$ cat config.mk
export PLATFORM = sky130hd
export DESIGN_NAME = triple_buffer_swap_deque_unit
export DESIGN_NICKNAME = d
export VERILOG_FILES = /design/src/rtl/tbsd_pkg.sv /design/src/rtl/tbsd_datapath.sv /design/src/rtl/tbsd_controller.sv /design/src/rtl/triple_buffer_swap_deque_unit.sv
export SDC_FILE = /design/constraint.sdc
export NUM_CORES = 1
export LEC_CHECK = 0
export BUFFER_PORTS_ARGS = -buffer_cell sky130_fd_sc_hd__buf_2
export CAP_MARGIN = 5
export CORE_MARGIN = 4
export CORE_UTILIZATION = 40
export DETAILED_ROUTE_END_ITERATION = 6
export GPL_TIMING_DRIVEN = 0
export MAX_ROUTING_LAYER = met4
export PLACE_DENSITY = 0.65
export SLEW_MARGIN = 20
export SYNTH_ARGS = -nofsm -noshare
export SYNTH_HDL_FRONTEND = slang
export SYNTH_HIERARCHICAL = 1
export SYNTH_SLANG_ARGS = --single-unit
$ cat constraint.sdc
create_clock -name i_clk -period 2.9 [get_ports i_clk]
set_input_delay 0.29 -clock i_clk [delete_from_list [all_inputs] [get_ports i_clk]]
set_output_delay 0.29 -clock i_clk [all_outputs]
set_load 0.02 [all_outputs]
$ cat src/rtl/tbsd_pkg.sv
package tbsd_pkg;

    localparam int ID_W   = 3;
    localparam int OP_W   = 3;
    localparam int ST_W   = 3;
    localparam int POOL_W = 4;

    // operation codes
    localparam logic [OP_W-1:0] OP_CLIENT_ACQ = 3'd0;
    localparam logic [OP_W-1:0] OP_CLIENT_REL = 3'd1;
    localparam logic [OP_W-1:0] OP_COMP_ACQ   = 3'd2;
    localparam logic [OP_W-1:0] OP_COMP_REL   = 3'd3;
    localparam logic [OP_W-1:0] OP_DRAIN      = 3'd4;

    // status codes
    localparam logic [ST_W-1:0] STAT_OK        = 3'd0;
    localparam logic [ST_W-1:0] STAT_HOLD_ALL  = 3'd1;
    localparam logic [ST_W-1:0] STAT_EMPTY     = 3'd2;
    localparam logic [ST_W-1:0] STAT_FULL      = 3'd3;
    localparam logic [ST_W-1:0] STAT_HOLD_NONE = 3'd4;

    typedef struct packed {
        logic [OP_W-1:0] operation;
        logic [ID_W-1:0] buffer_id;
    } t_in_item;

    typedef struct packed {
        logic [ID_W-1:0]   buffer_id_res;
        logic [ST_W-1:0]   status;
        logic              last;
        logic [POOL_W-1:0] pool_size;
    } t_out_item;

    // queue operation requested from the datapath
    typedef enum logic [2:0] {
        Q_NONE,
        Q_INS_HEAD,
        Q_INS_TAIL,
        Q_TAKE_HEAD,
        Q_TAKE_TAIL
    } t_qop;

    typedef struct packed {
        t_qop            qop;
        logic            held_inc;
        logic            held_dec;
        logic            flag_set;
        logic            flag_clr;
        logic [ID_W-1:0] id;
    } t_dp_cmd;

    typedef struct packed {
        logic            empty;
        logic            full;
        logic            count_one;
        logic            held_max;
        logic            held_zero;
        logic            flag;
        logic [ID_W-1:0] front_id;
        logic [ID_W-1:0] back_id;
    } t_dp_stat;

endpackage

$ cat src/rtl/tbsd_datapath.sv
module tbsd_datapath
    import tbsd_pkg::*;
#(
    parameter int POOL_SIZE = 3
) (
    input  logic     i_clk,
    input  logic     i_rst_n,
    input  t_dp_cmd  i_cmd,
    output t_dp_stat o_stat
);

    localparam int CNT_W  = $clog2(POOL_SIZE + 1);
    localparam int HELD_W = $clog2(POOL_SIZE);

    logic [ID_W-1:0]   r_entries [POOL_SIZE];
    logic [ID_W-1:0]   n_entries [POOL_SIZE];
    logic [CNT_W-1:0]  r_count,  n_count;
    logic [HELD_W-1:0] r_held,   n_held;
    logic              r_flag,   n_flag;
    logic [ID_W-1:0]   back_id;

    // entry at index count-1
    always_comb begin
        back_id = '0;
        for (int i = 0; i < POOL_SIZE; i++) begin
            if (r_count == CNT_W'(i + 1)) begin
                back_id = r_entries[i];
            end
        end
    end

    always_comb begin
        o_stat.empty     = (r_count == '0);
        o_stat.full      = (r_count == CNT_W'(POOL_SIZE));
        o_stat.count_one = (r_count == CNT_W'(1));
        o_stat.held_max  = (r_held >= HELD_W'(POOL_SIZE - 1));
        o_stat.held_zero = (r_held == '0);
        o_stat.flag      = r_flag;
        o_stat.front_id  = r_entries[0];
        o_stat.back_id   = back_id;
    end

    always_comb begin
        n_entries = r_entries;
        n_count   = r_count;
        unique case (i_cmd.qop)
            Q_NONE: begin
            end
            Q_INS_HEAD: begin
                n_entries[0] = i_cmd.id;
                for (int i = 1; i < POOL_SIZE; i++) begin
                    n_entries[i] = r_entries[i - 1];
                end
                n_count = r_count + CNT_W'(1);
            end
            Q_INS_TAIL: begin
                for (int i = 0; i < POOL_SIZE; i++) begin
                    if (r_count == CNT_W'(i)) begin
                        n_entries[i] = i_cmd.id;
                    end
                end
                n_count = r_count + CNT_W'(1);
            end
            Q_TAKE_HEAD: begin
                for (int i = 0; i < POOL_SIZE - 1; i++) begin
                    n_entries[i] = r_entries[i + 1];
                end
                n_count = r_count - CNT_W'(1);
            end
            Q_TAKE_TAIL: begin
                n_count = r_count - CNT_W'(1);
            end
            default: begin
            end
        endcase

        n_held = r_held;
        if (i_cmd.held_inc) begin
            n_held = r_held + HELD_W'(1);
        end else if (i_cmd.held_dec) begin
            n_held = r_held - HELD_W'(1);
        end

        n_flag = r_flag;
        if (i_cmd.flag_set) begin
            n_flag = 1'b1;
        end else if (i_cmd.flag_clr) begin
            n_flag = 1'b0;
        end
    end

    always_ff @(posedge i_clk) begin
        if (!i_rst_n) begin
            for (int i = 0; i < POOL_SIZE; i++) begin
                r_entries[i] <= ID_W'(i);
            end
            r_count <= CNT_W'(POOL_SIZE);
            r_held  <= '0;
            r_flag  <= 1'b0;
        end else begin
            r_entries <= n_entries;
            r_count   <= n_count;
            r_held    <= n_held;
            r_flag    <= n_flag;
        end
    end

    a_count_bound: assert property (@(posedge i_clk) disable iff (!i_rst_n)
        r_count <= CNT_W'(POOL_SIZE))
        else $error("queue count above pool size");

    a_held_bound: assert property (@(posedge i_clk) disable iff (!i_rst_n)
        r_held <= HELD_W'(POOL_SIZE - 1))
        else $error("client holds too many buffers");

    a_no_pop_empty: assert property (@(posedge i_clk) disable iff (!i_rst_n)
        (i_cmd.qop == Q_TAKE_HEAD || i_cmd.qop == Q_TAKE_TAIL) |-> (r_count != '0))
        else $error("pop from empty queue");

    a_no_push_full: assert property (@(posedge i_clk) disable iff (!i_rst_n)
        (i_cmd.qop == Q_INS_HEAD || i_cmd.qop == Q_INS_TAIL)
            |-> (r_count != CNT_W'(POOL_SIZE)))
        else $error("push into full queue");

endmodule

$ cat src/rtl/tbsd_controller.sv
module tbsd_controller
    import tbsd_pkg::*;
#(
    parameter int POOL_SIZE = 3
) (
    input  logic      i_clk,
    input  logic      i_rst_n,
    input  logic      i_in_valid,
    output logic      o_in_ready,
    input  t_in_item  i_in_item,
    output logic      o_out_valid,
    input  logic      i_out_ready,
    output t_out_item o_out_item,
    input  t_dp_stat  i_stat,
    output t_dp_cmd   o_cmd
);

    typedef enum logic {
        ST_RUN,
        ST_DRAIN
    } t_state;

    t_state    r_state,     n_state;
    logic      r_out_valid, n_out_valid;
    t_out_item r_out,       n_out;
    logic      out_free;

    assign out_free    = !r_out_valid || i_out_ready;
    assign o_in_ready  = (r_state == ST_RUN) && out_free;
    assign o_out_valid = r_out_valid;
    assign o_out_item  = r_out;

    always_comb begin
        n_state     = r_state;
        n_out_valid = r_out_valid && !i_out_ready;
        n_out       = r_out;
        o_cmd       = '0;
        o_cmd.qop   = Q_NONE;
        o_cmd.id    = i_in_item.buffer_id;

        unique case (r_state)
            ST_RUN: begin
                if (i_in_valid && o_in_ready) begin
                    n_out_valid = 1'b1;
                    n_out       = '0;
                    n_out.last  = 1'b1;
                    unique case (i_in_item.operation)
                        OP_CLIENT_ACQ: begin
                            if (i_stat.held_max) begin
                                n_out.status = STAT_HOLD_ALL;
                            end else if (i_stat.empty) begin
                                n_out.status = STAT_EMPTY;
                            end else begin
                                o_cmd.qop           = Q_TAKE_TAIL;
                                o_cmd.held_inc      = 1'b1;
                                n_out.buffer_id_res = i_stat.back_id;
                            end
                        end
                        OP_CLIENT_REL: begin
                            if (i_stat.held_zero) begin
                                n_out.status = STAT_HOLD_NONE;
                            end else if (i_stat.full) begin
                                n_out.status = STAT_FULL;
                            end else begin
                                o_cmd.qop      = Q_INS_HEAD;
                                o_cmd.held_dec = 1'b1;
                                o_cmd.flag_set = 1'b1;
                            end
                        end
                        OP_COMP_ACQ: begin
                            if (i_stat.empty) begin
                                n_out.status = STAT_EMPTY;
                            end else begin
                                o_cmd.qop           = Q_TAKE_HEAD;
                                o_cmd.flag_clr      = 1'b1;
                                n_out.buffer_id_res = i_stat.front_id;
                            end
                        end
                        OP_COMP_REL: begin
                            if (i_stat.full) begin
                                n_out.status = STAT_FULL;
                            end else begin
                                o_cmd.qop = i_stat.flag ? Q_INS_TAIL : Q_INS_HEAD;
                            end
                        end
                        OP_DRAIN: begin
                            n_out.pool_size = POOL_W'(POOL_SIZE);
                            if (i_stat.empty) begin
                                n_out.status = STAT_EMPTY;
                            end else begin
                                o_cmd.qop           = Q_TAKE_TAIL;
                                n_out.buffer_id_res = i_stat.back_id;
                                n_out.last          = i_stat.count_one;
                                if (!i_stat.count_one) begin
                                    n_state = ST_DRAIN;
                                end
                            end
                        end
                        default: begin
                        end
                    endcase
                end
            end
            ST_DRAIN: begin
                if (out_free) begin
                    o_cmd.qop           = Q_TAKE_TAIL;
                    n_out_valid         = 1'b1;
                    n_out.buffer_id_res = i_stat.back_id;
                    n_out.status        = STAT_OK;
                    n_out.last          = i_stat.count_one;
                    n_out.pool_size     = POOL_W'(POOL_SIZE);
                    if (i_stat.count_one) begin
                        n_state = ST_RUN;
                    end
                end
            end
            default: begin
                n_state = ST_RUN;
            end
        endcase
    end

    always_ff @(posedge i_clk) begin
        if (!i_rst_n) begin
            r_state     <= ST_RUN;
            r_out_valid <= 1'b0;
        end else begin
            r_state     <= n_state;
            r_out_valid <= n_out_valid;
        end
        r_out <= n_out;
    end

    a_drain_has_output: assert property (@(posedge i_clk) disable iff (!i_rst_n)
        (r_state == ST_DRAIN) |-> r_out_valid)
        else $error("draining without a pending result");

    a_not_last_only_drain: assert property (@(posedge i_clk) disable iff (!i_rst_n)
        (r_out_valid && !r_out.last) |-> (r_state == ST_DRAIN))
        else $error("non-final result outside a drain");

    a_drain_blocks_input: assert property (@(posedge i_clk) disable iff (!i_rst_n)
        (r_state == ST_DRAIN) |-> !o_in_ready)
        else $error("input taken during drain");

endmodule

$ cat src/rtl/triple_buffer_swap_deque_unit.sv
// Buffer handoff between a producing client and a displaying compositor. A
// small double-ended queue of buffer ids (POOL_SIZE entries, reset to ids 0 up
// to POOL_SIZE-1 from front to back) is managed by five operations: client
// acquire (take from the back), client release (put at the front, mark a newer
// frame), compositor acquire (take from the front, clear the mark), compositor
// release (back if a newer frame is marked, else front) and drain. Every
// operation except a drain of a non-empty queue answers with one result
// transaction, marked last. A drain answers with one result per queued id,
// back to front, and only the final one is marked last. Errors leave the
// state untouched and report a status code with a zero id. Timing: a single
// operation is taken and its result sits in an output register the next cycle;
// a new transaction is taken in the same cycle the previous result leaves, so
// back-to-back operations run at one per cycle when the sink keeps up and no
// drain is in progress. A drain of n ids pops one id per cycle from the queue
// registers while the sink keeps up; input stays held off from the cycle after
// the drain is taken until its final id is loaded, also while the sink stalls.
module triple_buffer_swap_deque_unit
    import tbsd_pkg::*;
#(
    parameter int POOL_SIZE = 3
) (
    input  logic      i_clk,
    input  logic      i_rst_n,
    // input transaction channel
    input  logic      i_in_valid,
    output logic      o_in_ready,
    input  t_in_item  i_in_item,
    // result transaction channel
    output logic      o_out_valid,
    input  logic      i_out_ready,
    output t_out_item o_out_item
);

    // command and status between sequencer and queue datapath
    t_dp_cmd  dp_cmd;
    t_dp_stat dp_stat;

    // operation decode, error checks, drain sequencing and result register
    tbsd_controller #(
        .POOL_SIZE (POOL_SIZE)
    ) u_ctrl (
        .i_clk       (i_clk),
        .i_rst_n     (i_rst_n),
        .i_in_valid  (i_in_valid),
        .o_in_ready  (o_in_ready),
        .i_in_item   (i_in_item),
        .o_out_valid (o_out_valid),
        .i_out_ready (i_out_ready),
        .o_out_item  (o_out_item),
        .i_stat      (dp_stat),
        .o_cmd       (dp_cmd)
    );

    // queue registers, client hold count and newer-frame flag
    tbsd_datapath #(
        .POOL_SIZE (POOL_SIZE)
    ) u_dp (
        .i_clk   (i_clk),
        .i_rst_n (i_rst_n),
        .i_cmd   (dp_cmd),
        .o_stat  (dp_stat)
    );

endmodule
# After elaboration in Yosys (flattened, before gate mapping)
# Cells that the tools add are included.
[op_classes] n_addsub=4 n_lt_le_gt_ge=1 n_eq_ne=16 muxes=55 bitwise_logic=1 reduce_logical=21
[op_table] op="$mux 3" count=15
[op_table] op="$mux 11" count=2
[op_table] op="$pmux 11 s2" count=1
[op_table] op="$mux 2" count=9
[op_table] op="$pmux 6 s3" count=1
[op_table] op="$pmux 3 s5" count=1
[op_table] op="$mux 1" count=14
[op_table] op="$eq 3x2->1 const B" count=4
[op_table] op="$mux 4" count=3
[op_table] op="$pmux 3 s2" count=2
[op_table] op="$pmux 3 s4" count=1
[op_table] op="$pmux 3 s3" count=1
[op_table] op="$ne 2x2->1 const B" count=4
[op_table] op="$reduce_and 2->1" count=4
[op_table] op="$reduce_bool 2->1" count=4
[op_table] op="$mux 7" count=1
[op_table] op="$eq 3x1->1 const B" count=2
[op_table] op="$eq 3x3->1 const B" count=2
[op_table] op="$reduce_or 2->1" count=3
[op_table] op="$mux 5" count=1
[op_table] op="$add 2x1->2 const B" count=2
[op_table] op="$eq 2x2->1 const B" count=2
[op_table] op="$logic_not 2->1" count=2
[op_table] op="$pmux 1 s2" count=2
[op_table] op="11 further kinds" count=15
[totals] regBits=27 output_inout_bits=13 word_cells=110

# Depth between registers and ports, before layout
[depth] word_depth=9 depth_mapped=9

# By module
# The synthesis kept the hierarchy.
[modules_own_cells] module="tbsd_datapath" n_inst=1 cells_each=109 area_per_inst_um2=987.2 seq_area_each_um2=280.3
[modules_own_cells] module="tbsd_controller" n_inst=1 cells_each=65 area_per_inst_um2=643.1 seq_area_each_um2=280.3

# Least setup slack after synthesis
# Ideal clock, no wire load.
[synth_path] path_type="reg2reg" start="reg u_dp.r_count[0]" end="reg u_dp.r_entries (netlist bit u_dp/o_stat[3])" setup_ps=122 arrival_ps=2151 required_time_ps=2778 setup_slack_ps=628 path_stages_with_launch=8 n_path_buf=0 synth_period_minus_slack_ps=2272 path_cell_list="dfxtp_1 -> inv_1 -> ha_1 -> or3b_4 -> a21oi_1 -> nand3b_2 -> mux2_1 -> o311a_1"
[synth_lines] element="from (decl)" line_no="tbsd_datapath.sv:17" rtl="logic [CNT_W-1:0] r_count, n_count;"
[synth_lines] element="from (signal assigned)" line_no="tbsd_datapath.sv:97" rtl="r_count <= CNT_W'(POOL_SIZE);"
[synth_lines] element="from (signal assigned)" line_no="tbsd_datapath.sv:102" rtl="r_count <= n_count;"
[synth_lines] element="to (signal, indexed assignment)" line_no="tbsd_datapath.sv:95" rtl="r_entries[i] <= ID_W'(i);"
[synth_lines] element="to (signal assigned)" line_no="tbsd_datapath.sv:101" rtl="r_entries <= n_entries;"
[synth_lines] element="to (decl)" line_no="tbsd_datapath.sv:15" rtl="logic [ID_W-1:0] r_entries [POOL_SIZE];"

==> results.md <==
- Max-slew violation total from the final report: 0
- Transition time of the tightest slew-check pin: 0.614 ns
- Residual DRC: 0
- Async S/R FF share, synth: 0%
- Crit Path Max Fanout: 6
- Cell Area, Synth: 0.00163 mm2
- CP arrival: around 2.7 ns
- Setup repair after global routing missed its margin: no
- Most utilized layer in the global route result: met2
- Worst-case clock buffer depth: 2
- Skew final: 0.00187 ns
- Via count of the first global-routing pass: 1255
- Global-route wire length before repair: 5640 um
- Starting density of the core: between 40% and 50%
- Routed length per instance: between 10 and 15 um
- Highest-count cells in the layout ignoring fill and taps: 19 x sky130_fd_sc_hd__buf_2, 16 x sky130_fd_sc_hd__dfxtp_1, 15 x sky130_fd_sc_hd__nor2_1, 14 x sky130_fd_sc_hd__a21oi_1, 11 x sky130_fd_sc_hd__buf_4
- Depth of the CTS H-tree: 1
- Die X-Extent: between 70 and 80 um
- Critical-path cell list: inv_1 > ha_1 > or3b_4 > a21oi_1 > nand3b_2 > mux2_1 > o311a_1
- Proportion of synthesized chip area in sequential cells: 34.4%
- Global-route congestion overflow total: 0
- Top cell family by delay on the critical path: compound AO/OA/AOI/OAI gates
- Required @ worst endpoint: roughly 3.1 ns
- Initial antenna violation count: 0
- Syn Inst Count: 174
- Site Rows: 22
- Critical Path Source Type: flip-flop
- GR Layer Usage met1: 18.0%
- Post-synth top flop: sky130_fd_sc_hd__dfxtp_1
- Fill cells: 364
- Largest net degree at the start of global routing: 15
- Clock transition at the register clock pins on the worst setup and hold paths after CTS: 0.09 ns
- Ratio of final minimum period to clock period: 88.8%
- Via count of the routed design: 1300
- Seq cells post-synth: 24
- Post_cts resized: 0
- Final weighted congestion in routability-driven placement: 0.897
- First drt pass iteration count: 4
- Hold-critical path depth: 3
- Post CTS Setup Buffer Count: 0
- Pre-CTS worst setup slack: between 0.3 and 0.4 ns
- Met2 demand-to-capacity share in global routing: 22.0%
- Tightest slew margin relative to the limit: 58.9%
- Library cell used as clock root buffer: sky130_fd_sc_hd__clkbuf_8
- Result of the run: complete, no violations
- Met3 Usage GRT: about 2.5%
- Clock latency on the worst-skew pair: 0.26 ns
- Number of library cell types mapped by synthesis: 54
- Min Clock Period, post-route: 2.58 ns
- Post-route antenna net violation count: 0
- Chip height: 71.8 um
- Average cell area after synthesis: 9.37 um2
- Fraction of layout cells with a size suffix above 1: 24.6%
- Num CTS Buffers: 3
- Path length in cells of the critical path: 7
- Crit path max-delay cell type: sky130_fd_sc_hd__or3b_4
- Maximum operating frequency: 388 MHz
- GR Util All Layers: 13.9%
- Power per standard cell area: 456 mW/mm2
- Post-Route Setup TNS: 0 ns
- Count of max-cap constraint violations: 0
- Detailed-route vias per instance: 5.35
- HPWL after DPL: between 2000 and 3000 um
- Worst-case reg-to-reg path depth: 7
- Fin nets: 210
- Number of clock sinks: 24
- Number of buffers inserted by hold repair at cts: 0
- Worst-case vdd ir drop: 0.192 mV
- Tightest Hold Check Type: in2reg
- Final hold slack: approximately 0.32 ns
- Critical path type: reg2reg
- DIE AREA: 0.00516 mm2
- Area of the core: 0.00380 mm2
- Number of I/O port buffers: 16
- Clock tree from TritonCTS: built
- Overall power after layout: 0.000842 W
- Top Ports: 23
- Final Hold Violating Endpoints: 0
- Worst stage delay on the critical path: 0.43 ns
- Diodes inserted: 0
- Commonest non-fill, non-tap cell in the layout: sky130_fd_sc_hd__buf_2
- Number of design-rule violations left by the first detailed-router iteration: 38
- Fin worst setup slack: ~0.32 ns
- Number of synthesized flops with an enable pin: 8
- Area delta synth->final: 13.2%
- Buf+Inv Stages, Crit Path: 1
- Number of warnings printed during yosys synthesis: 6
- Endpoint type of the worst setup path: flip-flop
- Leakage power: 0.745 nW
- Wirelength, routed: 3280 um
- R2R setup slack: 0.32 ns
- Number of setup violations in the final report: 0
[worst reg2reg max path, stage by stage (launching register included)]
cell	delay, ns
sky130_fd_sc_hd__dfxtp_1	0.41
sky130_fd_sc_hd__inv_1	0.09
sky130_fd_sc_hd__ha_1	0.28
sky130_fd_sc_hd__or3b_4	0.43
sky130_fd_sc_hd__a21oi_1	0.40
sky130_fd_sc_hd__nand3b_2	0.21
sky130_fd_sc_hd__mux2_1	0.37
sky130_fd_sc_hd__o311a_1	0.29
[cells in the mapped netlist (4+ instances only)]
cell                       instances  share of area [%]
sky130_fd_sc_hd__nand3_1           4                1.2
sky130_fd_sc_hd__mux2i_1           6                3.7
sky130_fd_sc_hd__ha_1              4                3.1
sky130_fd_sc_hd__o21ai_0           5                1.5
sky130_fd_sc_hd__a21oi_1          14                4.3
sky130_fd_sc_hd__edfxtp_1          8                 15
sky130_fd_sc_hd__nand2_1          10                2.3
sky130_fd_sc_hd__dfxtp_1          16                 20
sky130_fd_sc_hd__buf_4            11                5.1
sky130_fd_sc_hd__nor2_1           15                3.5
sky130_fd_sc_hd__mux2_1            5                3.5
sky130_fd_sc_hd__inv_1             5                1.2
sky130_fd_sc_hd__nand2b_1          5                1.9
[final timing paths]
check / startpoint / to
max: u_dp/r_count[0] / u_dp/o_stat[4]
min: i_rst_n / u_ctrl/r_state
max reg2reg: u_dp/r_count[0] / u_dp/o_stat[4]
min reg2reg: u_dp/r_flag / u_dp/r_flag
[sequential cells by signal (all words and copies together), names as in the netlist]
signal and count:
u_ctrl/o_out_valid 1, u_ctrl/r_state 1, u_dp/r_entries 6, u_dp/o_stat 3
u_dp/r_count 2, u_dp/r_flag 1, u_ctrl/o_out_item 8, u_dp/r_held 2
[power by group]
group	switching, W	total [W]	internal, W
clock network	0.000112	0.000296	0.000184
registers	0.0000121	0.000380	0.000367
logic	0.0000966	0.000166	0.0000690
total	0.000221	0.000842	0.000621
[metal layers]
metal | vias to the layer above | share of wire [%]
li1 | 667 | -
met1 | 605 | 48
met2 | 26 | 47
met3 | 2 | 4.9
met4 | 0 | 0.70
met5 | - | 0
[cells by family after synthesis]
group | count (synthesis) | share of synthesized area (%)
simple gates | 61 | 24.2
compound gates | 46 | 20.0
flops | 24 | 34.4
buf+inv | 24 | 9.44
mux | 11 | 7.14
fa+ha+maj | 4 | 3.07
xor+xnor | 3 | 1.61
other cells | 1 | 0.230
[stage by stage]
step	cells	cell area (um2)	utilization, %
2_1_floorplan	175	1630	-
3_3_place_gp	239	1770	46.7
3_5_place_dp	239	1770	46.7
4_1_cts	243	1850	48.6
5_1_grt	243	1850	48.6
6_report	243	1850	48.6
[cell type report]
cell class	count	area, um2	share of cell area, %
well taps	48	60.1	3.25
plain buffers	19	135	7.32
multi-input cells	127	920	49.8
repair buffers	16	80.1	4.34
flip-flops and latches	24	561	30.4
inverters	5	18.8	1.02
clock buffers	3	41.3	2.24
clock inverters	1	30.0	1.63
No activity file was read; power rests on OpenSTA's default activity.
